**src/rtl/btsmp_pkg.sv**
```systemverilog
// ----------------------------------------------------------------------------
// btsmp_pkg
// Shared widths, codes and item types of the bilinear texture sampler.
// ----------------------------------------------------------------------------
`default_nettype none

package btsmp_pkg;

  localparam int unsigned MAX_SIDE        = 256;
  localparam int unsigned MAX_TEXELS      = 65536;
  localparam int unsigned COORD_FRAC_BITS = 16;

  localparam int unsigned CH_W      = 8;
  localparam int unsigned NUM_CH    = 3;
  localparam int unsigned OUT_W     = 24;
  localparam int unsigned INDEX_W   = 16;
  localparam int unsigned IDX_W     = $clog2(MAX_TEXELS);
  localparam int unsigned SIDE_W    = $clog2(MAX_SIDE + 1);
  localparam int unsigned POS_W     = $clog2(MAX_SIDE);
  localparam int unsigned COORD_W   = COORD_FRAC_BITS + 1;
  localparam int unsigned SCALED_W  = COORD_W + SIDE_W;
  localparam int unsigned ROW_W     = POS_W + SIDE_W;
  localparam int unsigned LEFT_W    = COORD_FRAC_BITS + CH_W;
  localparam int unsigned PROD_W    = 2 * COORD_FRAC_BITS + CH_W;
  localparam int unsigned OUT_SHIFT = 2 * COORD_FRAC_BITS - 16;
  localparam int unsigned CFG_W     = 9;
  localparam int unsigned CFG_IDX_W = 1;

  localparam int unsigned QUEUE_DEPTH = 8;
  localparam int unsigned OBUF_DEPTH  = 8;

  localparam logic [COORD_W-1:0] COORD_ONE = {1'b1, {COORD_FRAC_BITS{1'b0}}};

  // channel slots inside a texel or a result
  localparam int unsigned CH_BLUE  = 0;
  localparam int unsigned CH_GREEN = 1;
  localparam int unsigned CH_RED   = 2;

  typedef enum logic {
    CMD_LOAD   = 1'b0,
    CMD_SAMPLE = 1'b1
  } cmd_e;

  typedef enum logic [CFG_IDX_W-1:0] {
    CFG_TEX_WIDTH  = 1'b0,
    CFG_TEX_HEIGHT = 1'b1
  } cfg_idx_e;

  typedef logic [NUM_CH-1:0][CH_W-1:0]  texel_t;
  typedef logic [NUM_CH-1:0][OUT_W-1:0] result_t;

  // one classified item; a load uses addr00 as its write address
  typedef struct packed {
    cmd_e               cmd;
    logic [IDX_W-1:0]   addr00;
    logic [IDX_W-1:0]   addr01;
    logic [IDX_W-1:0]   addr10;
    logic [IDX_W-1:0]   addr11;
    texel_t             texel;
    logic [COORD_W-1:0] fx;
    logic [COORD_W-1:0] fy;
  } op_t;

endpackage

`default_nettype wire

```
**src/rtl/btsmp_fifo.sv**
```systemverilog
// ----------------------------------------------------------------------------
// btsmp_fifo
// Small register queue; the writer guarantees space by credit counting.
// ----------------------------------------------------------------------------
`default_nettype none

module btsmp_fifo #(
  parameter int unsigned DEPTH = btsmp_pkg::QUEUE_DEPTH,
  parameter type         item_t = btsmp_pkg::op_t
) (
  input  logic  clk_i,
  input  logic  rst_ni,
  input  logic  push_i,
  input  item_t wdata_i,
  output logic  valid_o,
  output item_t rdata_o,
  input  logic  pop_i
);

  localparam int unsigned PTR_W = (DEPTH > 1) ? $clog2(DEPTH) : 1;
  localparam int unsigned CNT_W = $clog2(DEPTH + 1);

  item_t              entry_q [DEPTH];
  logic [PTR_W-1:0]   wr_ptr_q, wr_ptr_d;
  logic [PTR_W-1:0]   rd_ptr_q, rd_ptr_d;
  logic [CNT_W-1:0]   count_q, count_d;

  always_comb begin
    wr_ptr_d = wr_ptr_q;
    rd_ptr_d = rd_ptr_q;
    count_d  = count_q;
    if (push_i) begin
      wr_ptr_d = (wr_ptr_q == PTR_W'(DEPTH - 1)) ? '0 : wr_ptr_q + 1'b1;
    end
    if (pop_i) begin
      rd_ptr_d = (rd_ptr_q == PTR_W'(DEPTH - 1)) ? '0 : rd_ptr_q + 1'b1;
    end
    if (push_i && !pop_i) begin
      count_d = count_q + 1'b1;
    end else if (!push_i && pop_i) begin
      count_d = count_q - 1'b1;
    end
  end

  always_ff @(posedge clk_i or negedge rst_ni) begin
    if (!rst_ni) begin
      wr_ptr_q <= '0;
      rd_ptr_q <= '0;
      count_q  <= '0;
    end else begin
      wr_ptr_q <= wr_ptr_d;
      rd_ptr_q <= rd_ptr_d;
      count_q  <= count_d;
    end
  end

  always_ff @(posedge clk_i) begin
    if (push_i) begin
      entry_q[wr_ptr_q] <= wdata_i;
    end
  end

  assign valid_o = (count_q != '0);
  assign rdata_o = entry_q[rd_ptr_q];

  a_no_overflow: assert property (@(posedge clk_i) disable iff (!rst_ni)
    push_i |-> count_q != CNT_W'(DEPTH))
    else $error("btsmp_fifo: push into full queue");

  a_no_underflow: assert property (@(posedge clk_i) disable iff (!rst_ni)
    pop_i |-> count_q != '0)
    else $error("btsmp_fifo: pop from empty queue");

  a_count_bound: assert property (@(posedge clk_i) disable iff (!rst_ni)
    count_q <= CNT_W'(DEPTH))
    else $error("btsmp_fifo: fill count out of range");

endmodule

`default_nettype wire

```
**config.mk**
```make
export PLATFORM = sky130hd
export DESIGN_NAME = btsmp_fifo
export DESIGN_NICKNAME = d
export VERILOG_FILES = /design/src/rtl/btsmp_pkg.sv /design/src/rtl/btsmp_fifo.sv
export SDC_FILE = /design/constraint.sdc
export NUM_CORES = 1
export LEC_CHECK = 0
export CORE_AREA = 2 2 357 271
export DETAILED_ROUTE_END_ITERATION = 12
export DIE_AREA = 0 0 359 273
export DONT_BUFFER_PORTS = 1
export PLACE_DENSITY = 0.59
export SLEW_MARGIN = 15
export SYNTH_ARGS = -nofsm -noshare
export SYNTH_HDL_FRONTEND = slang
export SYNTH_SLANG_ARGS = --single-unit
```
**constraint.sdc**
```tcl
create_clock -name clk_i -period 20.7 [get_ports clk_i]
set_clock_uncertainty 0.15 [all_clocks]
set_input_delay 6.21 -clock clk_i [delete_from_list [all_inputs] [get_ports clk_i]]
set_output_delay 6.21 -clock clk_i [all_outputs]
set_load 0.01 [all_outputs]
```
* Yosys cells after proc, flatten, opt, wreduce, memory -nomap -nowiden *
Memories as Yosys holds them, arrays and structs flattened.
Index checks and enable logic that the tools add are counted.

word-level totals
  latch bits = 0
  register bits = 10
  input bits = 127
  ROM bits = 0
  memories = 1
  RAM bits = 984

operators by class
  bitwise operators = 0
  reduce and logical (&&, ||, !) cells = 6
  add/sub/neg operators = 4
  multiplexer cells = 6
  order comparisons = 0
  shift-type cells = 0
  divide/modulo/power cells = 0
  multiply operators = 0
  equal/unequal tests = 2

memory list
  memory   words  width  rd ports  clocked after Yosys merged registers in  wr ports  RTL line          RTL
  entry_q  8      123    1         0                                        1         btsmp_fifo.sv:23  item_t entry_q [DEPTH];

operators by type and width
  kind                 number
  $mux 4               2
  $add 3x1->3 const B  2
  $eq 3x3->1 const B   2
  $mux 3               2
  $add 4x1->4 const B  1
  $reduce_bool 4->1    1
  $sub 4x1->4 const B  1
  $logic_and 1x1->1    2
  $logic_not 1->1      2
  $mux 1               2
  $reduce_bool 2->1    1

* Logic depth before layout (Yosys ltp) *
Gate-level depths: netlist of the first run.

  depth after elaboration = 4
  mapped depth = 7
  depth with buffers taken out = 7

* Least setup slack after synthesis of the first run *
No wires, ideal clock.

  path type = input -> register
  start = in push_i
  end = mem entry_q[0][0] in the netlist's numbering (enable)
  buffers on the path = 0
  slack = 5186 ps
  cell stages on the path = 2
  required time = 19794 ps
  arrival = 14608 ps
  cell sequence = nand2b_1 -> nor3_1

on the way
  cells in the longest elaborated chain, start to end = 2

RTL lines
  element                       RTL line          RTL
  start: declaration            btsmp_fifo.sv:13  input logic push_i,
  $mux 1                        btsmp_fifo.sv:58  if (push_i) begin
  $mux 1 (implied by the code)  btsmp_fifo.sv:59  entry_q[wr_ptr_q] <= wdata_i;
  end: declaration              btsmp_fifo.sv:23

No other way between the ends.

==> results of run 1 <==
power by group:
group	switching (mW)	internal [mW]
clock network	0.725	0.952
logic	0.840	0.706
registers	0.121	2.52
area by class of cell:
type,count,area [um^2]
tap,1250,1560
fill,7830,52500
clock inverter,64,543
multi-input combinational,419,7350
clock buffer,116,2500
timing repair buffer,35,263
sequential,994,29800
inverter,4,15.0
layer usage:
layer	share of wire	wire [um]	vias up	global-route usage
met2	0.48	36100	376	0.246
met3	0.076	5680	117	0.0536
met1	0.42	31400	8398	0.196
li1	-	-	6543	-
met4	0.021	1540	0	0.0413
met5	0	0	-	0
layout by cell type (no fill, tap or decap), drive strengths merged, types with 2 or more instances in the layout:
cell type / Yosys / layout
a21oi: 2 / 2
buf: 40 / 35
bufinv: 0 / 7
clkbuf: 30 / 116
clkinv: 0 / 47
clkinvlp: 0 / 4
dfrtp: 10 / 10
edfxtp: 984 / 984
ha: 7 / 7
inv: 4 / 10
mux2: 128 / 128
mux4: 246 / 246
nand2: 5 / 5
nand2b: 2 / 2
nand3: 2 / 2
nand3b: 3 / 3
nor2: 8 / 8
nor3: 3 / 3
o211ai: 2 / 2
o21ai: 3 / 3
or4: 2 / 2
xnor2: 2 / 2
final timing paths:
check,startpoint,to,depth (start not counted)
setup / recovery,rd_ptr_q[0],rdata_o[62],5
hold / removal,count_q[2],count_q[2],2
setup reg to reg,wr_ptr_q[0],entry_q[5][72],4
hold reg to reg,count_q[2],count_q[2],2
max in group asynchronous,rst_ni,rd_ptr_q[1],0
min in group asynchronous,rst_ni,rd_ptr_q[2],0
worst register-to-register path: cells and delay by family, from the launching register on:
family,cells,cell delay [ns]
simple gates,2,0.89
buf+inv,2,1.30
flops,1,0.51
registers in the layout (all words and copies together), names as in the netlist:
register  count
entry_q     984
count_q       4
rd_ptr_q      3
wr_ptr_q      3
kinds of logic (layout without fill, tap and decap cells):
kind of cell,count (synthesis),in the layout,share of synthesized area
DFF,994,994,0.793
muxes,375,375,0.186
buffers and inverters,74,219,0.0126
and+or+nand+nor,26,26,0.00346
adders and majority gates,8,8,0.00286
AOI/OAI and AO/OA,8,8,0.00137
xor gates and xnor gates,2,2,0.000466
==> summary.txt, run 1 <==
Worst setup path
  • Critical path endpoint category: output port
  • Top delay family on crit path: buffers and inverters
  • CP Data Arrival Time: roughly 5.2 ns
  • WS Path Type: flip-flop to output port
  • Worst path bufs/invs: 3
  • Crit path cell chain: buf_4 -> buf_4 -> buf_4 -> mux4_2 -> mux2_2
  • Startpoint types: flip-flop
  • Worst reg-to-reg setup slack: 17.42 ns
  • Critical path's most frequent cell: buf_4
  • Slowest stage cell, crit path: dfrtp_4
  • CP peak stage delay: between 0.9 and 1 ns
  • Req. time, crit path: 14.34 ns
  • Critical path fanouts, max: 48

STA
  • Worst Hold Margin: 0.406 ns
  • Setup violators final: 0
  • Fin crit share: 0.559
  • Slew @ Worst Pin: 1.11 ns
  • RSZ-0062 raised after global routing: false
  • Peak Freq: 86.5 MHz
  • Hold Vio Cnt, Final: 0
  • Post-route setup TNS: 0 ns
  • Relative slew margins: 0.256
  • Final Max Tran Viols: 0
  • Fin worst setup slack: approximately 9 ns
  • Fin crit period: 11.57 ns

Clock tree
  • Skew-Pair Late Insertion Delay: 0.65 ns
  • Max clock buf depth: 3
  • Resized Gates After CTS: 0
  • Sink Count: about 1000
  • CTS buffer count: 96
  • Clk root buf: clkbuf_16
  • Clock slew at reported path FFs: ~0.06 ns
  • H-tree lvl count: 3
  • TritonCTS clock tree: done
  • Hold_buf cts: 0
  • Post-CTS Setup Bufs: 0

Finish
  • Share of cells above drive strength 1: 0.343
  • Post-layout util: 0.445
  • Final Non-Filler Cells: about 2900
  • Final instance area: 42000 um^2
  • Nets: 1685
  • Area Growth Syn to Fin: 11.9%
  • ANT cells: 0

Yosys
  • Area leader, netlist: edfxtp_1
  • Syn nets: 1622
  • Top post-synthesis cells by area: edfxtp_1, mux4_2, mux2_2
  • Async set-reset flop share out of synthesis: 0.0101
  • Synthesis Warnings: 0
  • Yosys cell types: 25
  • Synth top cells by count: edfxtp_1, mux4_2, mux2_2
  • Cells after Synth: 1487
  • Synthesized area: 37600 um^2
  • Yosys top cell area share: 0.786
  • Synth Area per Inst: 25.3 um^2
  • Post-synth EDFFs: 984
  • Ys flop type: edfxtp_1
  • Register bit total from synthesis: 994
  • Seq/Total Area, Yosys: 0.793
  • Top-count cell post-synth: edfxtp_1

Detailed routing
  • Initial DRC count: 1371
  • DR WL/cell: between 20 and 30 um
  • Final WL: 74700 um
  • # DRC: 0
  • DRT antenna net count: 0
  • Vias per cell: 5.36
  • DR vias: 15400
  • Drt pass-1 iters: 5

Job
  • Max Cap Violations: 0

Placed design
  • Post-placement setup slack: approximately 9.5 ns
  • PortBufs: 0
  • Placed Area: 39000 um^2
  • Gpl congestion: 0.699
  • Post-DP HPWL: 40300 um
  • Placed cells: around 2700

Status
  • Outcome: finished clean

Global route
  • First-pass GRT wire length: 110000 um
  • GR Overflow Total: 0
  • Initial antenna violation count: 0
  • Vias in the first global route: 16600
  • Gr usage total: 0.152
  • Largest net degree at the start of global routing: 77

Die
  • Die span in x: 359 um
  • Initial Util: 0.397
  • Number of core rows: between 90 and 100
  • Top-level port count: 251
  • Die Span Y: 273 um
  • Die area: just under 100000 um^2
  • Core Box Area: 94500 um^2

Hold path
  • HP Class: flip-flop to flip-flop

Power and ir drop
  • Total power: 5.86 mW
  • PD cells: 139 nW/um^2
  • Leakage: 12.9 nW
  • Worst vdd ir: 85.7 uV
Power figures use the tool's default switching activity.
==> run 2: changes to the inputs <==
Clock period 20.7 ns to 11.75 ns, I/O delays scaled along.
==> run 2 against run 1 <==
Net effect:
- flip-flop and latch count is the same
- register-to-register slack got worse by 9.1 ns
- power rose by 78%
- die area unchanged
- first-iteration DRC count is 5.7% lower
- sequential share of layout area fell by 0.18 points
- hold slack worse by 0.0077 ns
- largest power group unchanged
- combinational power is 75% higher
- via count decreased by 0.58%
==> summary.txt, run 2 (synthesis gave the netlist of run 1 again) <==
Detailed routing
  • Vias per cell: 5.35 (was 5.36)
  • DRT antenna net count: 0 (unchanged)
  • # DRC: 0 (unchanged)
  • DR vias: 15300 (was 15400)
  • DR WL/cell: 25.9 um (about the same)
  • Final WL: 74200 um (was 74700 um)
  • Drt pass-1 iters: 5 (unchanged)
  • Initial DRC count: 1293 (was 1371)

STA
  • Setup violators final: 0 (unchanged)
  • Hold Vio Cnt, Final: 0 (unchanged)
  • Slew @ Worst Pin: 1.02 ns (was 1.11 ns)
  • Fin crit period: 7.60 ns
  • Fin crit share: 0.646
  • Post-route setup TNS: 0 ns (unchanged)
  • RSZ-0062 raised after global routing: false (unchanged)
  • Relative slew margins: 0.316 (was 0.256)
  • Peak Freq: around 130 MHz
  • Fin worst setup slack: 4.15 ns (was 9.13 ns)
  • Final Max Tran Viols: 0 (unchanged)

Clock tree
  • Clk root buf: clkbuf_16 (unchanged)
  • Max clock buf depth: 3 (unchanged)
  • TritonCTS clock tree: done (unchanged)
  • Clock slew at reported path FFs: 0.06 ns (about the same)
  • Skew-Pair Late Insertion Delay: 0.68 ns (was 0.65 ns)
  • Resized Gates After CTS: 0 (unchanged)
  • Hold_buf cts: 0 (unchanged)
  • H-tree lvl count: 3 (unchanged)
  • Sink Count: 994 (unchanged)
  • Post-CTS Setup Bufs: 0 (unchanged)
  • CTS buffer count: 98 (was 96)

Placed design
  • Post-placement setup slack: 4.71 ns (was 9.54 ns)
  • Post-DP HPWL: 38200 um (was 40300 um)
  • PortBufs: 0 (unchanged)
  • Gpl congestion: 0.665 (was 0.699)

Finish
  • Nets: 1676 (was 1685)
  • Most common cell after layout, fill and taps aside: edfxtp_1 (unchanged)
  • Register area: 29800 um^2 (unchanged)
  • Area Growth Syn to Fin: 12.2% (was 11.9%)
  • Most flop-heavy register: entry_q (unchanged)
  • Share of cells above drive strength 1: 0.337 (was 0.343)
  • Max FFs per register: 984 (unchanged)
  • Commonest non-fill, non-tap cells in the layout: edfxtp_1, mux4_2, mux2_2 (unchanged)
  • Fillers: 7765 (was 7830)
  • Biggest regs: entry_q: 984 flops, count_q: 4 flops (unchanged)
  • Multi-input gate area: 7370 um^2 (was 7350 um^2)
  • ANT cells: 0 (unchanged)

Power and ir drop
  • Sequential Power Share: 0.445 (was 0.450)
  • Total power: 10.4 mW (was 5.86 mW)
  • Sw Pwr: 2.97 mW (was 1.69 mW)
  • Pint: 7.45 mW (was 4.18 mW)
  • Clock power frac: 0.293 (was 0.286)
  • Worst vdd ir: 187 uV (was 85.7 uV)
  • PD cells: 247 nW/um^2 (was 139 nW/um^2)
  • Leakage: 12.9 nW (about the same)
  • Combinational power share: 0.261 (was 0.264)
  • Net Sw Frac: 0.285 (was 0.288)

Hold path
  • HP Class: flip-flop to flip-flop (unchanged)
  • Hold EP: count_q[2] (unchanged)
  • HP Start: count_q[2] (unchanged)
  • Worst Hold Depth: 2 (unchanged)

Worst setup path
  • Worst reg-to-reg setup slack: 8.34 ns (was 17.42 ns)
  • Slowest stage cell, crit path: dfrtp_4 (unchanged)
  • Critical path fanouts, max: 108 (was 48)
  • Critical path endpoint category: output port (unchanged)
  • Startpoint types: flip-flop (unchanged)
  • WS Path Type: flip-flop to output port (unchanged)
  • Crit path cell chain: buf_4 -> buf_12 -> mux4_2 -> mux2_2 (was buf_4 -> buf_4 -> buf_4 -> mux4_2 -> mux2_2)
  • CP Data Arrival Time: 3.92 ns (was 5.21 ns)
  • Top delay family on crit path: buffers and inverters (unchanged)
  • Worst path bufs/invs: 2 (was 3)
  • RR Endpoint: entry_q[0][56] (was entry_q[5][72])
  • R2r startpoint: wr_ptr_q[2] (was wr_ptr_q[0])
  • Req. time, crit path: 8.08 ns (was 14.34 ns)
  • Cells on worst reg2reg path: 4 (unchanged)
  • CP peak stage delay: 0.82 ns (was 0.95 ns)

Die
  • Number of core rows: 98 (unchanged)
  • Die Span Y: 273 um (unchanged)
  • Initial Util: 0.397 (unchanged)
  • Core Box Area: 94500 um^2 (unchanged)
  • Die area: 98000 um^2 (unchanged)
  • Die span in x: 359 um (unchanged)
  • Top-level port count: 251 (unchanged)

Status
  • Outcome: finished clean (unchanged)

Job
  • Max Cap Violations: 0 (unchanged)

Global route
  • Vias in the first global route: 16900 (was 16600)
  • Largest net degree at the start of global routing: 132 (was 77)
  • First-pass GRT wire length: 110000 um (about the same)
  • Initial antenna violation count: 2 (was 0)
  • GR Overflow Total: 0 (unchanged)
  • Gr usage total: 0.152 (about the same)
-- run 2: per-layer routing --
| metal | track usage | vias to the layer above | part of all wire |
|---|---|---|---|
| li1 | - | 6526 | - |
| met1 | 0.200 | 8338 | 0.43 |
| met2 | 0.244 | 373 | 0.48 |
| met3 | 0.0516 | 108 | 0.075 |
| met4 | 0.0424 | 0 | 0.021 |
| met5 | 0 | - | 0 |
-- run 2: final cells by class --
cell class,instances,share of cell area
Inverter,4,0.000356
Timing Repair Buffer,24,0.00605
Clock buffer,125,0.0621
Tap cell,1250,0.0371
Multi-Input combinational cell,419,0.175
Sequential cell,994,0.707
Clock inverter,53,0.0125
-- run 2: power by group through the flow --
stage | clock (mW) | combinational, mW | sequential, mW
after floorplan | 0 | 2.23 | 4.66
after global placement | 0 | 2.78 | 4.70
after detailed placement | 0 | 2.80 | 4.73
after CTS | 3.15 | 2.81 | 4.65
after global routing | 3.28 | 2.93 | 4.69
final | 3.06 | 2.72 | 4.64
-- run 2: worst max-delay path by stage --
stage	start	endpoint	slack, ns	cells after the start
6_report	rd_ptr_q[0]	rdata_o[54]	4.15	4
5_1_grt	rd_ptr_q[0]	rdata_o[33]	3.76	4
4_1_cts	rd_ptr_q[0]	rdata_o[29]	3.94	4
3_5_place_dp	rd_ptr_q[0]	rdata_o[29]	4.71	4
3_3_place_gp	rd_ptr_q[0]	rdata_o[29]	4.75	4
2_1_floorplan	push_i	entry_q[2][0]	2.22	2
-- run 2: metrics by stage --
step	cells	hold WS (ns)	util	instance area, um^2
after floorplan	1487	0.319	-	37600
final	2869	0.399	0.446	42200
after detailed placement	2691	0.389	0.413	39000
after global placement	2691	0.343	0.413	39000
after global routing	2869	0.450	0.446	42200
after CTS	2869	0.402	0.446	42200
-- run 2: worst register-to-register path: stages (launching register included) --
cell and delay, ns:
dfrtp_1 0.40, nand2b_1 0.33, nor3_4 0.79, buf_4 0.49, buf_4 0.79
