<file path="src/rtl/btsmp_pkg.sv">
// ----------------------------------------------------------------------------
// btsmp_pkg
// Shared widths, codes and item types of the bilinear texture sampler.
// ----------------------------------------------------------------------------
`default_nettype none

package btsmp_pkg;

  localparam int unsigned MAX_SIDE        = 256;
  localparam int unsigned MAX_TEXELS      = 65536;
  localparam int unsigned COORD_FRAC_BITS = 16;

  localparam int unsigned CH_W      = 8;
  localparam int unsigned NUM_CH    = 3;
  localparam int unsigned OUT_W     = 24;
  localparam int unsigned INDEX_W   = 16;
  localparam int unsigned IDX_W     = $clog2(MAX_TEXELS);
  localparam int unsigned SIDE_W    = $clog2(MAX_SIDE + 1);
  localparam int unsigned POS_W     = $clog2(MAX_SIDE);
  localparam int unsigned COORD_W   = COORD_FRAC_BITS + 1;
  localparam int unsigned SCALED_W  = COORD_W + SIDE_W;
  localparam int unsigned ROW_W     = POS_W + SIDE_W;
  localparam int unsigned LEFT_W    = COORD_FRAC_BITS + CH_W;
  localparam int unsigned PROD_W    = 2 * COORD_FRAC_BITS + CH_W;
  localparam int unsigned OUT_SHIFT = 2 * COORD_FRAC_BITS - 16;
  localparam int unsigned CFG_W     = 9;
  localparam int unsigned CFG_IDX_W = 1;

  localparam int unsigned QUEUE_DEPTH = 8;
  localparam int unsigned OBUF_DEPTH  = 8;

  localparam logic [COORD_W-1:0] COORD_ONE = {1'b1, {COORD_FRAC_BITS{1'b0}}};

  // channel slots inside a texel or a result
  localparam int unsigned CH_BLUE  = 0;
  localparam int unsigned CH_GREEN = 1;
  localparam int unsigned CH_RED   = 2;

  typedef enum logic {
    CMD_LOAD   = 1'b0,
    CMD_SAMPLE = 1'b1
  } cmd_e;

  typedef enum logic [CFG_IDX_W-1:0] {
    CFG_TEX_WIDTH  = 1'b0,
    CFG_TEX_HEIGHT = 1'b1
  } cfg_idx_e;

  typedef logic [NUM_CH-1:0][CH_W-1:0]  texel_t;
  typedef logic [NUM_CH-1:0][OUT_W-1:0] result_t;

  // one classified item; a load uses addr00 as its write address
  typedef struct packed {
    cmd_e               cmd;
    logic [IDX_W-1:0]   addr00;
    logic [IDX_W-1:0]   addr01;
    logic [IDX_W-1:0]   addr10;
    logic [IDX_W-1:0]   addr11;
    texel_t             texel;
    logic [COORD_W-1:0] fx;
    logic [COORD_W-1:0] fy;
  } op_t;

endpackage

`default_nettype wire

</file>
<file path="src/rtl/btsmp_front.sv">
// ----------------------------------------------------------------------------
// btsmp_front
// Accepts items, holds the size registers, scales and clamps coordinates and
// forms the four texel addresses of a sample before queueing the item.
// ----------------------------------------------------------------------------
`default_nettype none

module btsmp_front (
  input  logic                               clk_i,
  input  logic                               rst_ni,
  input  logic                               cfg_we_i,
  input  logic [btsmp_pkg::CFG_IDX_W-1:0]    cfg_index_i,
  input  logic [btsmp_pkg::CFG_W-1:0]        cfg_wdata_i,
  input  logic                               in_valid_i,
  output logic                               in_stall_o,
  input  logic                               cmd_i,
  input  logic [btsmp_pkg::INDEX_W-1:0]      texel_index_i,
  input  logic [btsmp_pkg::CH_W-1:0]         load_red_i,
  input  logic [btsmp_pkg::CH_W-1:0]         load_green_i,
  input  logic [btsmp_pkg::CH_W-1:0]         load_blue_i,
  input  logic [btsmp_pkg::COORD_W-1:0]      coord_u_i,
  input  logic [btsmp_pkg::COORD_W-1:0]      coord_v_i,
  output logic                               op_push_o,
  output btsmp_pkg::op_t                     op_o,
  input  logic                               op_pop_i
);

  import btsmp_pkg::*;

  localparam int unsigned CREDIT_W = $clog2(QUEUE_DEPTH + 1);
  localparam int unsigned ASUM_W   = ROW_W + 1;

  typedef struct packed {
    logic [POS_W-1:0]   p0;
    logic [POS_W-1:0]   p1;
    logic [COORD_W-1:0] frac;
  } axis_t;

  function automatic logic [SIDE_W-1:0] eff_side(input logic [CFG_W-1:0] s);
    logic [SIDE_W-1:0] r;
    if (s == '0) begin
      r = SIDE_W'(1);
    end else if (s > CFG_W'(MAX_SIDE)) begin
      r = SIDE_W'(MAX_SIDE);
    end else begin
      r = s[SIDE_W-1:0];
    end
    return r;
  endfunction

  // integer position, its clamped neighbour and the remaining fraction
  function automatic axis_t axis_split(input logic [SCALED_W-1:0] sx,
                                       input logic [SIDE_W-1:0]   side);
    logic [SIDE_W:0]     ip;
    logic [SIDE_W-1:0]   last;
    logic [SCALED_W-1:0] rem;
    axis_t               r;
    ip     = sx[SCALED_W-1:COORD_FRAC_BITS];
    last   = side - 1'b1;
    r.p0   = (ip > {1'b0, last}) ? last[POS_W-1:0] : ip[POS_W-1:0];
    r.p1   = (r.p0 == last[POS_W-1:0]) ? r.p0 : r.p0 + 1'b1;
    rem    = sx - SCALED_W'({r.p0, {COORD_FRAC_BITS{1'b0}}});
    r.frac = rem[COORD_W-1:0];
    return r;
  endfunction

  logic [SIDE_W-1:0]   wid_q, hgt_q;
  logic [CREDIT_W-1:0] credit_q, credit_d;
  logic                in_accept;

  logic [COORD_W-1:0]  cu, cv;
  logic [SCALED_W-1:0] sx_d, sy_d;
  axis_t               ax, ay;
  logic [ASUM_W-1:0]   sum00, sum01, sum10, sum11;

  logic                a_vld_q, b_vld_q, c_vld_q;
  cmd_e                a_cmd_q, b_cmd_q, c_cmd_q;
  logic [IDX_W-1:0]    a_idx_q, b_idx_q, c_idx_q;
  texel_t              a_texel_q, b_texel_q, c_texel_q;
  logic [SCALED_W-1:0] a_sx_q, a_sy_q;
  logic [POS_W-1:0]    b_x0_q, b_x1_q, b_y0_q, b_y1_q;
  logic [POS_W-1:0]    c_x0_q, c_x1_q;
  logic [COORD_W-1:0]  b_fx_q, b_fy_q, c_fx_q, c_fy_q;
  logic [ROW_W-1:0]    c_row0_q, c_row1_q;

  // size registers keep the effective side length
  always_ff @(posedge clk_i or negedge rst_ni) begin
    if (!rst_ni) begin
      wid_q <= SIDE_W'(1);
      hgt_q <= SIDE_W'(1);
    end else if (cfg_we_i) begin
      case (cfg_idx_e'(cfg_index_i))
        CFG_TEX_WIDTH:  wid_q <= eff_side(cfg_wdata_i);
        CFG_TEX_HEIGHT: hgt_q <= eff_side(cfg_wdata_i);
        default: ;
      endcase
    end
  end

  // credits cover the front stages and the queue entries
  assign in_stall_o = (credit_q == CREDIT_W'(QUEUE_DEPTH));
  assign in_accept  = in_valid_i && !in_stall_o;

  always_comb begin
    credit_d = credit_q;
    if (in_accept && !op_pop_i) begin
      credit_d = credit_q + 1'b1;
    end else if (!in_accept && op_pop_i) begin
      credit_d = credit_q - 1'b1;
    end
  end

  assign cu   = (coord_u_i > COORD_ONE) ? COORD_ONE : coord_u_i;
  assign cv   = (coord_v_i > COORD_ONE) ? COORD_ONE : coord_v_i;
  assign sx_d = {{SIDE_W{1'b0}}, cu} * {{COORD_W{1'b0}}, wid_q};
  assign sy_d = {{SIDE_W{1'b0}}, cv} * {{COORD_W{1'b0}}, hgt_q};

  assign ax = axis_split(a_sx_q, wid_q);
  assign ay = axis_split(a_sy_q, hgt_q);

  always_ff @(posedge clk_i or negedge rst_ni) begin
    if (!rst_ni) begin
      credit_q <= '0;
      a_vld_q  <= 1'b0;
      b_vld_q  <= 1'b0;
      c_vld_q  <= 1'b0;
    end else begin
      credit_q <= credit_d;
      a_vld_q  <= in_accept;
      b_vld_q  <= a_vld_q;
      c_vld_q  <= b_vld_q;
    end
  end

  always_ff @(posedge clk_i) begin
    a_cmd_q           <= cmd_e'(cmd_i);
    a_idx_q           <= texel_index_i[IDX_W-1:0];
    a_texel_q[CH_RED]   <= load_red_i;
    a_texel_q[CH_GREEN] <= load_green_i;
    a_texel_q[CH_BLUE]  <= load_blue_i;
    a_sx_q            <= sx_d;
    a_sy_q            <= sy_d;

    b_cmd_q   <= a_cmd_q;
    b_idx_q   <= a_idx_q;
    b_texel_q <= a_texel_q;
    b_x0_q    <= ax.p0;
    b_x1_q    <= ax.p1;
    b_y0_q    <= ay.p0;
    b_y1_q    <= ay.p1;
    b_fx_q    <= ax.frac;
    b_fy_q    <= ay.frac;

    c_cmd_q   <= b_cmd_q;
    c_idx_q   <= b_idx_q;
    c_texel_q <= b_texel_q;
    c_x0_q    <= b_x0_q;
    c_x1_q    <= b_x1_q;
    c_fx_q    <= b_fx_q;
    c_fy_q    <= b_fy_q;
    c_row0_q  <= {{SIDE_W{1'b0}}, b_y0_q} * {{POS_W{1'b0}}, wid_q};
    c_row1_q  <= {{SIDE_W{1'b0}}, b_y1_q} * {{POS_W{1'b0}}, wid_q};
  end

  // row base plus column, wrapped to the store size
  assign sum00 = {1'b0, c_row0_q} + ASUM_W'(c_x0_q);
  assign sum01 = {1'b0, c_row0_q} + ASUM_W'(c_x1_q);
  assign sum10 = {1'b0, c_row1_q} + ASUM_W'(c_x0_q);
  assign sum11 = {1'b0, c_row1_q} + ASUM_W'(c_x1_q);

  always_comb begin
    op_o.cmd    = c_cmd_q;
    op_o.addr00 = (c_cmd_q == CMD_LOAD) ? c_idx_q : sum00[IDX_W-1:0];
    op_o.addr01 = sum01[IDX_W-1:0];
    op_o.addr10 = sum10[IDX_W-1:0];
    op_o.addr11 = sum11[IDX_W-1:0];
    op_o.texel  = c_texel_q;
    op_o.fx     = c_fx_q;
    op_o.fy     = c_fy_q;
  end

  assign op_push_o = c_vld_q;

  a_credit_bound: assert property (@(posedge clk_i) disable iff (!rst_ni)
    credit_q <= CREDIT_W'(QUEUE_DEPTH))
    else $error("btsmp_front: credit count out of range");

  a_stages_counted: assert property (@(posedge clk_i) disable iff (!rst_ni)
    CREDIT_W'(a_vld_q) + CREDIT_W'(b_vld_q) + CREDIT_W'(c_vld_q) <= credit_q)
    else $error("btsmp_front: item in flight without credit");

  a_stall_cause: assert property (@(posedge clk_i) disable iff (!rst_ni)
    $rose(in_stall_o) |-> $past(in_accept))
    else $error("btsmp_front: stall rose without an accepted item");

endmodule

`default_nettype wire

</file>
<file path="config.mk">
export PLATFORM = sky130hd
export DESIGN_NAME = btsmp_front
export DESIGN_NICKNAME = d
export VERILOG_FILES = /design/src/rtl/btsmp_pkg.sv /design/src/rtl/btsmp_front.sv
export SDC_FILE = /design/constraint.sdc
export NUM_CORES = 1
export LEC_CHECK = 0
export BUFFER_PORTS_ARGS = -buffer_cell sky130_fd_sc_hd__buf_4
export CORE_AREA = 5 5 274 276
export CTS_CLUSTER_SIZE = 10
export DETAILED_ROUTE_END_ITERATION = 8
export DIE_AREA = 0 0 279 281
export SLEW_MARGIN = 20
export SYNTH_ARGS = -nofsm -noshare
export SYNTH_HDL_FRONTEND = slang
export SYNTH_SLANG_ARGS = --single-unit
export TNS_END_PERCENT = 1
</file>
<file path="constraint.sdc">
create_clock -name clk_i -period 6.1 [get_ports clk_i]
set_clock_uncertainty 0.2 [all_clocks]
set_input_delay 1.22 -clock clk_i [delete_from_list [all_inputs] [get_ports clk_i]]
set_output_delay 1.22 -clock clk_i [all_outputs]
set_load 0.05 [all_outputs]
</file>
======== Yosys cells after proc, flatten, opt, wreduce, memory -nomap -nowiden ========
Cells that the tools add are included.
operators by class
  $add $sub $neg .......................... 12
  $mul .................................... 4
  $lt $le $gt $ge ......................... 5
  eq/ne operators ......................... 3
  multiplexer cells ....................... 11
  bitwise operators ....................... 1
  reduce and logical (&&, ||, !) cells .... 10
operators by type and width
  operator                                                             count
  16-bit by 8-bit adder with 16-bit output                             4
  17-bit by 9-bit multiplier with 26-bit output                        2
  17-bit greater-than comparator (second input constant)               2
  17-bit 2-to-1 mux                                                    2
  17-bit subtractor                                                    2
  8-bit by 9-bit multiplier with 16-bit output                         2
  8-bit 2-to-1 mux                                                     4
  10-bit by 9-bit greater-than comparator with 1-bit output            2
  9-bit 2-to-1 mux                                                     2
  9-bit by 1-bit subtractor with 9-bit output (second input constant)  2
  8-bit by 1-bit adder with 8-bit output (second input constant)       2
  8-bit == test                                                        2
  16-bit 2-to-1 mux                                                    1
  9-bit greater-than comparator (second input constant)                1
  9-bit logical NOT                                                    1
  4-bit 2-to-1 mux                                                     2
  4-bit by 1-bit adder with 4-bit output (second input constant)       1
  4-bit == test (second input constant)                                1
  2-bit AND reduction                                                  2
  4-bit by 1-bit subtractor with 4-bit output (second input constant)  1
  1-bit logical AND                                                    3
  1-bit logical NOT                                                    3
  2-bit nonzero test                                                   1
  1-bit inverter                                                       1
word-level totals
  register bits ........................... 348
  output and inout port bits .............. 125
  word-level logic and storage cells ...... 81

======== Longest topological paths before layout ========
Gate-level depths: netlist of the first run.
  depth after elaboration ................. 7
  mapped depth ............................ 23

======== Worst setup path before layout of the first run ========
Ideal clock, no wire load.
  path type ............................... input to register
  start ................................... input port coord_v_i[3] in the netlist's numbering
  end ..................................... register a_sy_q[25]
  arrival time ............................ 6.356 ns
  setup slack ............................. -0.577 ns
  stages .................................. 21
  buffers on the path ..................... 1
  path through ............................ nor4_1 -> a41oi_1 -> nor2b_1 -> clkbuf_1 -> nand2_1 -> fa_1 -> inv_1 -> fa_1 -> fa_1 -> inv_1 -> fa_1 -> inv_1 -> ha_1 -> a21oi_2 -> o21ai_0 -> and3_1 -> or3_1 -> and3_1 -> a2111oi_4 -> a21oi_1 -> xnor2_1
between the ends
  cells in the longest elaborated chain, start to end .. 3
RTL lines
  element                                          RTL line            RTL
  start, declared                                  btsmp_front.sv:22   input logic [btsmp_pkg::COORD_W-1:0] coord_v_i,
  17-bit greater-than comparator                   btsmp_front.sv:114  assign cv = (coord_v_i > COORD_ONE) ? COORD_ONE : coord_v_i;
  17-bit 2-to-1 mux *                              btsmp_front.sv:114
  17-bit by 9-bit multiplier with 26-bit output *  btsmp_front.sv:116  assign sy_d = {{SIDE_W{1'b0}}, cv} * {{COORD_W{1'b0}}, hgt_q};
  net sy_d[25]                                     btsmp_front.sv:72   logic [SCALED_W-1:0] sx_d, sy_d;
  end signal, assigned                             btsmp_front.sv:142  a_sy_q <= sy_d;
  end, declared                                    btsmp_front.sv:80   logic [SCALED_W-1:0] a_sx_q, a_sy_q;
The timed path passes the listed nets; every way through them passes the cells marked *.
A chain may end at the register's enable or synchronous reset.

======== Worst setup path after layout of the first run ========
  start ................................... input port coord_v_i[11] in the netlist's numbering
  end ..................................... register a_sy_q[24]
Same word-level chain as after synthesis.

==> run metrics, run 1 <==
fin cells 3903; area delta synth->final 22.0%; final worst setup slack slightly above 4 ps; Num CTS Buffers 43; Setup crit end kind flip-flop; Yosys cell types 68; hold_ws 119 ps; FMAX 164 MHz; FFs w/ async S/R, synth between 7 and 8%; FP Rows 99; slowest CP cell fa_1; Static Leak 15.0 nW; max cap viols 0; Synth Area in XOR/XNOR 5.59%; Max FO, Critical Path 5; worst path bufs/invs 5; R2R Setup Slk 710 ps; CP Launch Point coord_v_i[11]; routed len/inst 14.4 um; gr usage total 14.4%; Worst Tran Pin Value approximately 940 ps; GPL Wtd Cong 0.850; outcome finished clean; hold depth 0; nature of the critical path startpoint primary input; Die W ~280 um; Final min period 6100 ps; vias in the first global route about 18000; sequential power share 26.6%; Antenna Cells 0; Mapped Cells about 2600; drt first pass iters 5; power density over the cells about 430 nW/um^2; type of the worst setup path in2reg; nets between 3000 and 4000; Mapped Area 25000 um^2; Root Buffer clkbuf_16; r2r startpoint hgt_q[0]; CP top delay family adder cells; TritonCTS Sinks 348; most frequent cells in the layout inv_1 (418), buf_4 (393), dfxtp_1 (323), fa_1 (296), nand2_1 (267); I/O Pins 215; most common cell after layout, fill and taps aside inv_1; Hold Startpoint a_idx_q[14]; Avg Synthesized Cell Area 9.69 um^2; Synth Net Count 3190; synthesized flop and latch total 348; Critical Path Most Common Cell fa_1; clock group share of total power 17.6%; crit-path cells buf_4 -> nor4_4 -> a41oi_4 -> nor2b_4 -> clkdlybuf4s15_2 -> and2_1 -> fa_1 -> fa_1 -> fa_1 -> inv_1 -> fa_1 -> inv_1 -> ha_1 -> a21oi_2 -> buf_4 -> nor3b_2 -> o211ai_1 -> nand3_1 -> a31oi_2 -> nor4_1 -> a311o_1; utilization after layout 42.2%; IO buf count 214; die height between 200 and 300 um; commonest register cell after synthesis dfxtp_1; Hold Path Sink b_idx_q[14]; post-synth top area share 25.9%; synth top area cells dfxtp_1 (26%), fa_1 (24%), ha_1 (11%); grt ovf 0; R2R cell count 17; Via-to-Cell Ratio 4.51; placed insts about 3800; Logic pwr share a little under three fifths; r2r endpoint a_sy_q[24]; total wire length about 56000 um; crit path DAT between 6000 and 7000 ps; net switching power 0.00590 W; die area 78400 um^2; H-tree depth 2; Clock Path Buffers 3; pre-CTS setup slack -664 ps; Core Region 72300 um^2; Max Slew Vio Count 0; Synth Area in Adders between 30% and 40%; Rel. slew slack 37.1%; largest area contributor in the netlist dfxtp_1; share of cells above drive strength 1 between 10% and 20%; Post-DP HPWL 45000 um; main combinational cell family by area after synthesis adder cells; CTS tree built; Initial DRC Count approximately 640; Residual DRC 0; Warnings, synthesis 0; Final Hold Viols 0; initial antenna violation count 2; EDFF count, synth 0; Synth Area in Compound Gates 6.21%; period utilization 99.9%; Tightest Hold Check Type reg2reg; RSZ-0062 raised after global routing yes; Starting Density between 30% and 40%; Via Count 17605; hold_buf cts 0; mux contribution to synthesized area 0.795%; Peak VDD IR 0.000454 V; clk_lat worst skew 570 ps; CP max stage delay 510 ps; largest net degree at the start of global routing 28; setup tns final 0 ps; Setup-failing EPs final 0; switching part of the total 45.4%; ANT nets after route 0; CP required ~6400 ps; register area share after synthesis 28.4%; P_int 0.00710 W; fraction of the mapped netlist area in simple logic gates 16.3%; Clock transition at path regs 50 ps; first-pass GRT wire length 94000 um
==> cells by family (layout without fill, tap and decap cells) <==
| kind of cell | count (synthesis) | after routing |
|---|---|---|
| AND/OR/NAND/NOR | 779 | 779 |
| buffers and inverters | 519 | 880 |
| adder cells (fa/ha/maj) | 518 | 518 |
| flip-flops | 348 | 348 |
| AO/OA/AOI/OAI | 247 | 248 |
| XOR/XNOR | 153 | 153 |
| multiplexers | 18 | 18 |
==> through the flow <==
stage / total power (W) / instance area, um^2
after floorplan: 0.00860 / 25200
after global placement: 0.0108 / 29000
after detailed placement: 0.0108 / 29000
after CTS: 0.0132 / 30300
after global routing: 0.0141 / 30500
final: 0.0130 / 30500
==> layout make-up <==
cell class | count | area, um^2
fill | 7142 | 41800
multi-input combinational | 1716 | 16300
sequential | 348 | 7090
timing repair buffer | 401 | 3080
inverter | 420 | 1580
tap | 959 | 1200
clock buffer | 51 | 1150
clock inverter | 8 | 105
==> metal layers <==
layer	up-vias	wire [um]	global-route usage (%)
li1	8685	-	-
met1	8535	25900	19.5
met2	311	26800	24.6
met3	74	2600	2.38
met4	0	1110	3.22
met5	-	0	0
==> what timing repair did <==
item | in CTS | in global routing
endpoints found under the setup margin | 5 | 21
cloned | 0 | 2
setup buffers | 1 | 3
pin swaps | 4 | 10
resized for setup | 3 | 36
==> synthesized netlist by cell type, types with 3 or more instances <==
| master | count |
|---|---|
| a211oi_1 | 6 |
| a21boi_0 | 8 |
| nand4b_1 | 4 |
| nor4_1 | 12 |
| a211o_1 | 3 |
| nand4_1 | 7 |
| and2_1 | 256 |
| xnor2_1 | 100 |
| a21o_1 | 21 |
| nor2_1 | 62 |
| nand2b_1 | 12 |
| a31oi_1 | 8 |
| clkbuf_1 | 74 |
| fa_1 | 299 |
| xnor2_2 | 6 |
| o21ai_1 | 4 |
| buf_2 | 10 |
| dfrtp_1 | 23 |
| nor3_2 | 3 |
| xor2_1 | 46 |
| inv_1 | 420 |
| o211ai_1 | 5 |
| nor2b_1 | 50 |
| nand2_1 | 272 |
| o31ai_1 | 9 |
| o21a_1 | 14 |
| or3_1 | 9 |
| a41oi_1 | 5 |
| buf_1 | 13 |
| nor3_1 | 26 |
| o21bai_1 | 7 |
| nand3_1 | 29 |
| o21ai_0 | 72 |
| a21oi_1 | 74 |
| dfxtp_1 | 323 |
| and4_1 | 4 |
| mux2i_1 | 3 |
| mux2_2 | 15 |
| ha_1 | 219 |
| and3_1 | 15 |
==> flip-flops by register name (all words and copies together), names as in the netlist, 4 cells and up <==
name / cells
b_y0_q: 8
c_row1_q: 16
b_x1_q: 8
b_texel_q: 24
wid_q: 9
a_idx_q: 16
c_row0_q: 16
a_texel_q: 24
b_idx_q: 16
credit_q: 4
hgt_q: 9
a_sx_q: 26
c_idx_q: 16
b_fy_q: 17
a_sy_q: 26
c_fx_q: 17
b_x0_q: 8
b_fx_q: 17
c_x0_q: 8
c_fy_q: 17
op_o: 24
c_x1_q: 8
b_y1_q: 8
==> power groups by stage <==
stage               registers, W  logic (W)  clock network (W)
floorplan                0.00352    0.00508                  0
detailed placement       0.00352    0.00730                  0
finish                   0.00346    0.00725            0.00229
CTS                      0.00347    0.00735            0.00239
global placement         0.00351    0.00724                  0
global route             0.00355    0.00806            0.00247
==> worst max-delay path by stage <==
stage	slack (ps)	endpoint	cells past startpoint
final	4	a_sy_q[24]	21
after global routing	-220	a_sy_q[25]	21
after CTS	-20	a_sx_q[25]	23
after detailed placement	-660	a_sx_q[24]	23
after global placement	-590	a_sx_q[25]	22
after floorplan	-120	a_sy_q[25]	20
==> worst register-to-register path, cell delays in order, from the launching register on <==
cell      delay (ps)
dfstp_2          920
nand2_1          190
fa_1             570
inv_1             50
fa_1             480
fa_1             560
inv_1             50
fa_1             470
inv_1             40
ha_1             330
a21oi_2           80
buf_4            140
nor3b_2          150
o211ai_1         190
nand3_1          220
a31oi_2          240
nor4_1            70
a311o_1          330
Power figures use the tool's default switching activity.
==> run 2: changes to the inputs <==
--- a/config.mk
+++ b/config.mk
@@ -6,10 +6,10 @@
 export NUM_CORES = 1
 export LEC_CHECK = 0
 export BUFFER_PORTS_ARGS = -buffer_cell sky130_fd_sc_hd__buf_4
-export CORE_AREA = 5 5 274 276
+export CORE_AREA = 5 5 295 297
 export CTS_CLUSTER_SIZE = 10
 export DETAILED_ROUTE_END_ITERATION = 8
-export DIE_AREA = 0 0 279 281
+export DIE_AREA = 0 0 300 302
 export SLEW_MARGIN = 20
 export SYNTH_ARGS = -nofsm -noshare
 export SYNTH_HDL_FRONTEND = slang
==> run metrics, run 2 (same netlist as run 1, synthesis figures left out) <==
outcome finished clean (unchanged); fin cells 4046 (was 3903); met2 usage 21.0% (was 24.6%); Clock Path Buffers 3 (unchanged); first-pass GRT wire length 94600 um (was 94000 um); Residual DRC 0 (unchanged); most frequent cells in the layout inv_1 (418), buf_4 (396), dfxtp_1 (323), fa_1 (296), nand2_1 (267) (was inv_1 (418), buf_4 (393), dfxtp_1 (323), fa_1 (296), nand2_1 (267)); final worst setup slack 74.6 ps (was 4.13 ps); crit path DAT 6350 ps (about the same); initial antenna violation count 1 (was 2); placed insts 3976 (was 3838); setup tns final 0 ps (unchanged); routed len/inst 14.3 um (was 14.4 um); IO buf count 214 (unchanged); vias in the first global route 18391 (was 18410); Peak VDD IR 0.000302 V (was 0.000454 V); Die W 300 um (was 279 um); max cap viols 0 (unchanged); Final Hold Viols 0 (unchanged); I/O Pins 215 (unchanged); R2R cell count 16 (was 17); r2r startpoint wid_q[1] (was hgt_q[0]); CTS tree built (unchanged); Core Region 84300 um^2 (was 72300 um^2); nature of the critical path startpoint primary input (unchanged); CP required 6420 ps (was 6360 ps); H-tree depth 2 (unchanged); Rel. slew slack 45.1% (was 37.1%); share of cells above drive strength 1 19.0% (was 18.6%); gr busiest metal met2 (unchanged); hold_ws 119 ps (about the same); Clock transition at path regs 50 ps (about the same); met1 Use GR 17.4% (was 19.5%); Starting Density 29.7% (was 34.6%); Worst Tran Pin Value 823 ps (was 944 ps); drt first pass iters 5 (unchanged); Setup-failing EPs final 0 (unchanged); pre-CTS setup slack -726 ps (was -664 ps); hold depth 0 (unchanged); Root Buffer clkbuf_16 (unchanged); RSZ-0062 raised after global routing yes (unchanged); die height 302 um (was 281 um); Max Slew Vio Count 0 (unchanged); grt ovf 0 (unchanged); Post-DP HPWL 46000 um (was 45000 um); biggest regs a_sx_q: 26 flops, a_sy_q: 26 flops (unchanged); ANT nets after route 0 (unchanged); placed cell area 29300 um^2 (was 29000 um^2); met3 usage 2.49% (was 2.38%); total wire length 57800 um (was 56400 um); FMAX 166 MHz (was 164 MHz); crit path capture a_sy_q[23] (was a_sy_q[24]); Final min period 6030 ps (was 6100 ps); nets 3544 (was 3538); Via-to-Cell Ratio 4.39 (was 4.51); hold_buf cts 0 (unchanged); power density over the cells 432 nW/um^2 (was 426 nW/um^2); Tightest Hold Check Type reg2reg (unchanged); die area 90600 um^2 (was 78400 um^2); Setup crit end kind flip-flop (unchanged); Via Count 17767 (was 17605); TritonCTS Sinks 348 (unchanged); Max FO, Critical Path 5 (unchanged); Num CTS Buffers 45 (was 43); area delta synth->final 23.5% (was 22.0%); type of the worst setup path in2reg (unchanged); most common cell after layout, fill and taps aside inv_1 (unchanged); largest net degree at the start of global routing 26 (was 28); clk_lat worst skew 600 ps (was 570 ps); gr usage total 12.7% (was 14.4%); Layout fillers 8571 (was 7142); Initial DRC Count 728 (was 644); R2R Setup Slk 810 ps (was 710 ps); Static Leak 15.1 nW (was 15.0 nW); post-layout instance area 30900 um^2 (was 30500 um^2); FP Rows 107 (was 99); period utilization 98.8% (was 99.9%); GPL Wtd Cong 0.845 (was 0.850); r2r endpoint c_row0_q[13] (was a_sy_q[24]); CP Launch Point coord_v_i[15] (was coord_v_i[11])
==> run 2: worst max-delay path, cell delays in order <==
cell	delay, ps
buf_4	120
nor4_4	380
a41oi_4	210
nor2b_1	350
nand2_1	120
fa_1	480
fa_1	490
inv_1	60
fa_1	530
inv_1	50
fa_1	490
inv_2	50
ha_4	230
a21o_1	160
or3_1	300
or3_4	410
and3_4	170
a2111oi_4	240
buf_4	170
xnor2_1	100
==> run 2: what timing repair did <==
action                                  4_1_cts  5_1_grt
endpoints found under the setup margin        5       21
gates cloned                                  0        2
hold endpoints to repair                      0        0
pin swaps                                     5       26
setup buffers                                 1        0
resized for setup                             7       32
==> run 2: area by class of cell <==
class	count	area [um^2]	share of cell area [%]
Clock inverter	10	160	0.519
Timing Repair Buffer	405	3100	10.0
Tap cell	1090	1360	4.42
Multi-Input combinational cell	1716	16300	52.9
Clock buffer	56	1260	4.08
Antenna cell	1	2.50	0.00810
Sequential cell	348	7090	23.0
Inverter	420	1580	5.10
==> run 2: worst min-delay path by stage <==
stage / startpoint / end
global route: b_texel_q[1] / op_o[35]
CTS: b_fy_q[2] / c_fy_q[2]
floorplan: a_cmd_q / b_cmd_q
global placement: b_x1_q[2] / c_x1_q[2]
finish: a_texel_q[0] / b_texel_q[0]
detailed placement: a_sx_q[3] / b_fx_q[3]
==> run 2: routing by layer <==
metal,vias to the layer above,wire (um)
met4,0,1220
met1,8633,26800
met2,356,26200
li1,8709,-
met5,-,0
met3,69,3450
==> run 2: where the power goes <==
| group | total (W) | internal [W] | leakage (nW) | switching, W |
|---|---|---|---|---|
| Clock | 0.00254 | 0.00153 | 0.698 | 0.00100 |
| Combinational | 0.00733 | 0.00281 | 11.4 | 0.00452 |
| Sequential | 0.00346 | 0.00293 | 3.02 | 0.000532 |
==> run 2: through the flow <==
stage,total power [W],util [%]
floorplan,0.00860,-
global placement,0.0108,34.7
detailed placement,0.0109,34.7
CTS,0.0136,36.4
global route,0.0144,36.6
finish,0.0133,36.6
==> run 3: changes to the inputs <==
==> constraint.sdc (replaced) <==
create_clock -name clk_i -period 6.7 [get_ports clk_i]
set_clock_uncertainty 0.2 [all_clocks]
set_input_delay 1.34 -clock clk_i [delete_from_list [all_inputs] [get_ports clk_i]]
set_output_delay 1.34 -clock clk_i [all_outputs]
set_load 0.05 [all_outputs]
==> run metrics, run 3 (same netlist as run 1, synthesis figures left out) <==
Antenna Cells 0 (was 1); power consumption 0.0120 W (was 0.0133 W); CP Launch Point coord_v_i[11] (was coord_v_i[15]); Final Hold Viols 0 (unchanged); nature of the critical path startpoint primary input (unchanged); Setup-failing EPs final 0 (unchanged); Rel. slew slack 34.2% (was 45.1%); grt ovf 0 (unchanged); Max FO, Critical Path 10 (was 5); Post-DP HPWL 45800 um (was 46000 um); routed len/inst 14.5 um (was 14.3 um); Via-to-Cell Ratio 4.38 (was 4.39); CP required 7000 ps (was 6420 ps); FMAX 156 MHz; period utilization a little over nine tenths; die area 90600 um^2 (unchanged); gr usage total 13.1% (was 12.7%); largest net degree at the start of global routing 26 (unchanged); FP Rows 107 (unchanged); Clock Path Buffers 3 (unchanged); Max Slew Vio Count 0 (unchanged); area delta synth->final 20.8% (was 23.5%); most frequent cells in the layout inv_1 (420), buf_4 (373), dfxtp_1 (323), fa_1 (299), nand2_1 (272) (was inv_1 (418), buf_4 (396), dfxtp_1 (323), fa_1 (296), nand2_1 (267)); crit-path cells buf_4 -> nor4_2 -> a41oi_4 -> buf_4 -> nor2b_1 -> buf_4 -> nand2_1 -> fa_1 -> inv_1 -> fa_1 -> fa_1 -> inv_1 -> fa_1 -> inv_1 -> ha_1 -> a21o_1 -> or3_1 -> or3_1 -> and3_1 -> a2111oi_4 -> a21oi_1 -> xnor2_1 (was buf_4 -> nor4_4 -> a41oi_4 -> nor2b_1 -> nand2_1 -> fa_1 -> fa_1 -> inv_1 -> fa_1 -> inv_1 -> fa_1 -> inv_2 -> ha_4 -> a21o_1 -> or3_1 -> or3_4 -> and3_4 -> a2111oi_4 -> buf_4 -> xnor2_1); hold_ws 107 ps (was 119 ps); RSZ-0062 raised after global routing no (was yes); r2r startpoint hgt_q[2] (was wid_q[1]); Starting Density 29.7% (unchanged); slowest CP cell fa_1 (unchanged); H-tree depth 2 (unchanged); Critical Path Most Common Cell fa_1 (unchanged); GPL Wtd Cong 0.840 (was 0.845); clk_lat worst skew 610 ps (was 600 ps); DR top layer met4 (unchanged); met1 WL 27000 um (was 26800 um); Initial DRC Count 756 (was 728); biggest regs a_sx_q: 26 flops, a_sy_q: 26 flops (unchanged); power density over the cells 397 nW/um^2 (was 432 nW/um^2); Num CTS Buffers 45 (unchanged); first-pass GRT wire length 97000 um (was 94600 um); final worst setup slack 270 ps (was 74.6 ps); met3 WL 3290 um (was 3450 um); outcome finished clean (unchanged); Die W 300 um (unchanged); Peak VDD IR 0.000265 V (was 0.000302 V); IO buf count 214 (unchanged); Setup crit end kind flip-flop (unchanged); TritonCTS Sinks 348 (unchanged); vias in the first global route 18538 (was 18391); ANT nets after route 0 (unchanged); type of the worst setup path in2reg (unchanged); Worst Tran Pin Value 986 ps (was 823 ps); fin cells 4015 (was 4046); I/O Pins 215 (unchanged); max cap viols 0 (unchanged); nets 3511 (was 3544); most common cell after layout, fill and taps aside inv_1 (unchanged); Root Buffer clkbuf_16 (unchanged); pre-CTS setup slack -403 ps (was -726 ps); Static Leak 14.9 nW (was 15.1 nW); Final min period 6430 ps; CP max stage delay 540 ps (was 530 ps); CTS tree built (unchanged); Residual DRC 0 (unchanged); Core Region 84300 um^2 (unchanged); initial antenna violation count 1 (unchanged); total wire length 58200 um (was 57800 um); die height 302 um (unchanged); crit path DAT 6730 ps (was 6350 ps); Clock transition at path regs 60 ps (was 50 ps); metal2 WL 26800 um (was 26200 um); drt first pass iters 5 (unchanged); share of cells above drive strength 1 16.5% (was 19.0%); setup tns final 0 ps (unchanged); Hold Startpoint a_texel_q[9] (was a_texel_q[0]); # Post-CTS Setup Buffers 0 (was 1); placed insts 3946 (was 3976); Tightest Hold Check Type reg2reg (unchanged); Via Count 17573 (was 17767)
-- run 3: area by class of cell --
| type | count | area [um^2] |
|---|---|---|
| fillers | 8596 | 54100 |
| multi-input cells | 1715 | 16000 |
| flip-flops and latches | 348 | 7090 |
| repair buffers | 373 | 2800 |
| inverters | 420 | 1580 |
| well taps | 1090 | 1360 |
| clock buffers | 61 | 1280 |
| clock inverters | 8 | 101 |
-- run 3: critical path: cells and delay by family --
kind	cells	cell delay (ps)
buffers and inverters	6	650
xor gates and xnor gates	1	140
adders and majority gates	5	2260
AOI/OAI and AO/OA	4	910
and+or+nand+nor	6	1430
-- run 3: repair_timing --
action | CTS | global route
resized for setup | 0 | 4
setup endpoints to repair | 0 | 2
endpoints found under the hold margin | 0 | 0
hold buffers | 0 | 0
-- run 3: where the power goes --
group,internal (W),switching (W),total [W]
sequential,0.00267,0.000491,0.00316
clock,0.00137,0.000906,0.00227
combinational,0.00249,0.00408,0.00656
total,0.00652,0.00547,0.0120
-- run 3: per-layer routing --
layer,GRT usage (%),vias to the layer above
li1,-,8626
met4,3.47,0
met2,21.7,360
met5,0,-
met3,2.75,66
met1,17.5,8521
-- run 3: stage by stage --
| step | instance area [um^2] | util, % |
|---|---|---|
| after floorplan | 25100 | - |
| after global placement | 28800 | 34.2 |
| after detailed placement | 28800 | 34.2 |
| after CTS | 30200 | 35.8 |
| after global routing | 30200 | 35.8 |
| final | 30200 | 35.8 |
-- run 3: worst paths after layout --
path	end	slack [ps]	depth (start not counted)
setup reg to reg	a_sy_q[25]	990	17
max in group asynchronous	wid_q[0]	5470	1
min in group asynchronous	hgt_q[3]	460	1
hold reg to reg	b_texel_q[9]	110	0
hold / removal	b_texel_q[9]	110	0
setup / recovery	a_sy_q[25]	270	22
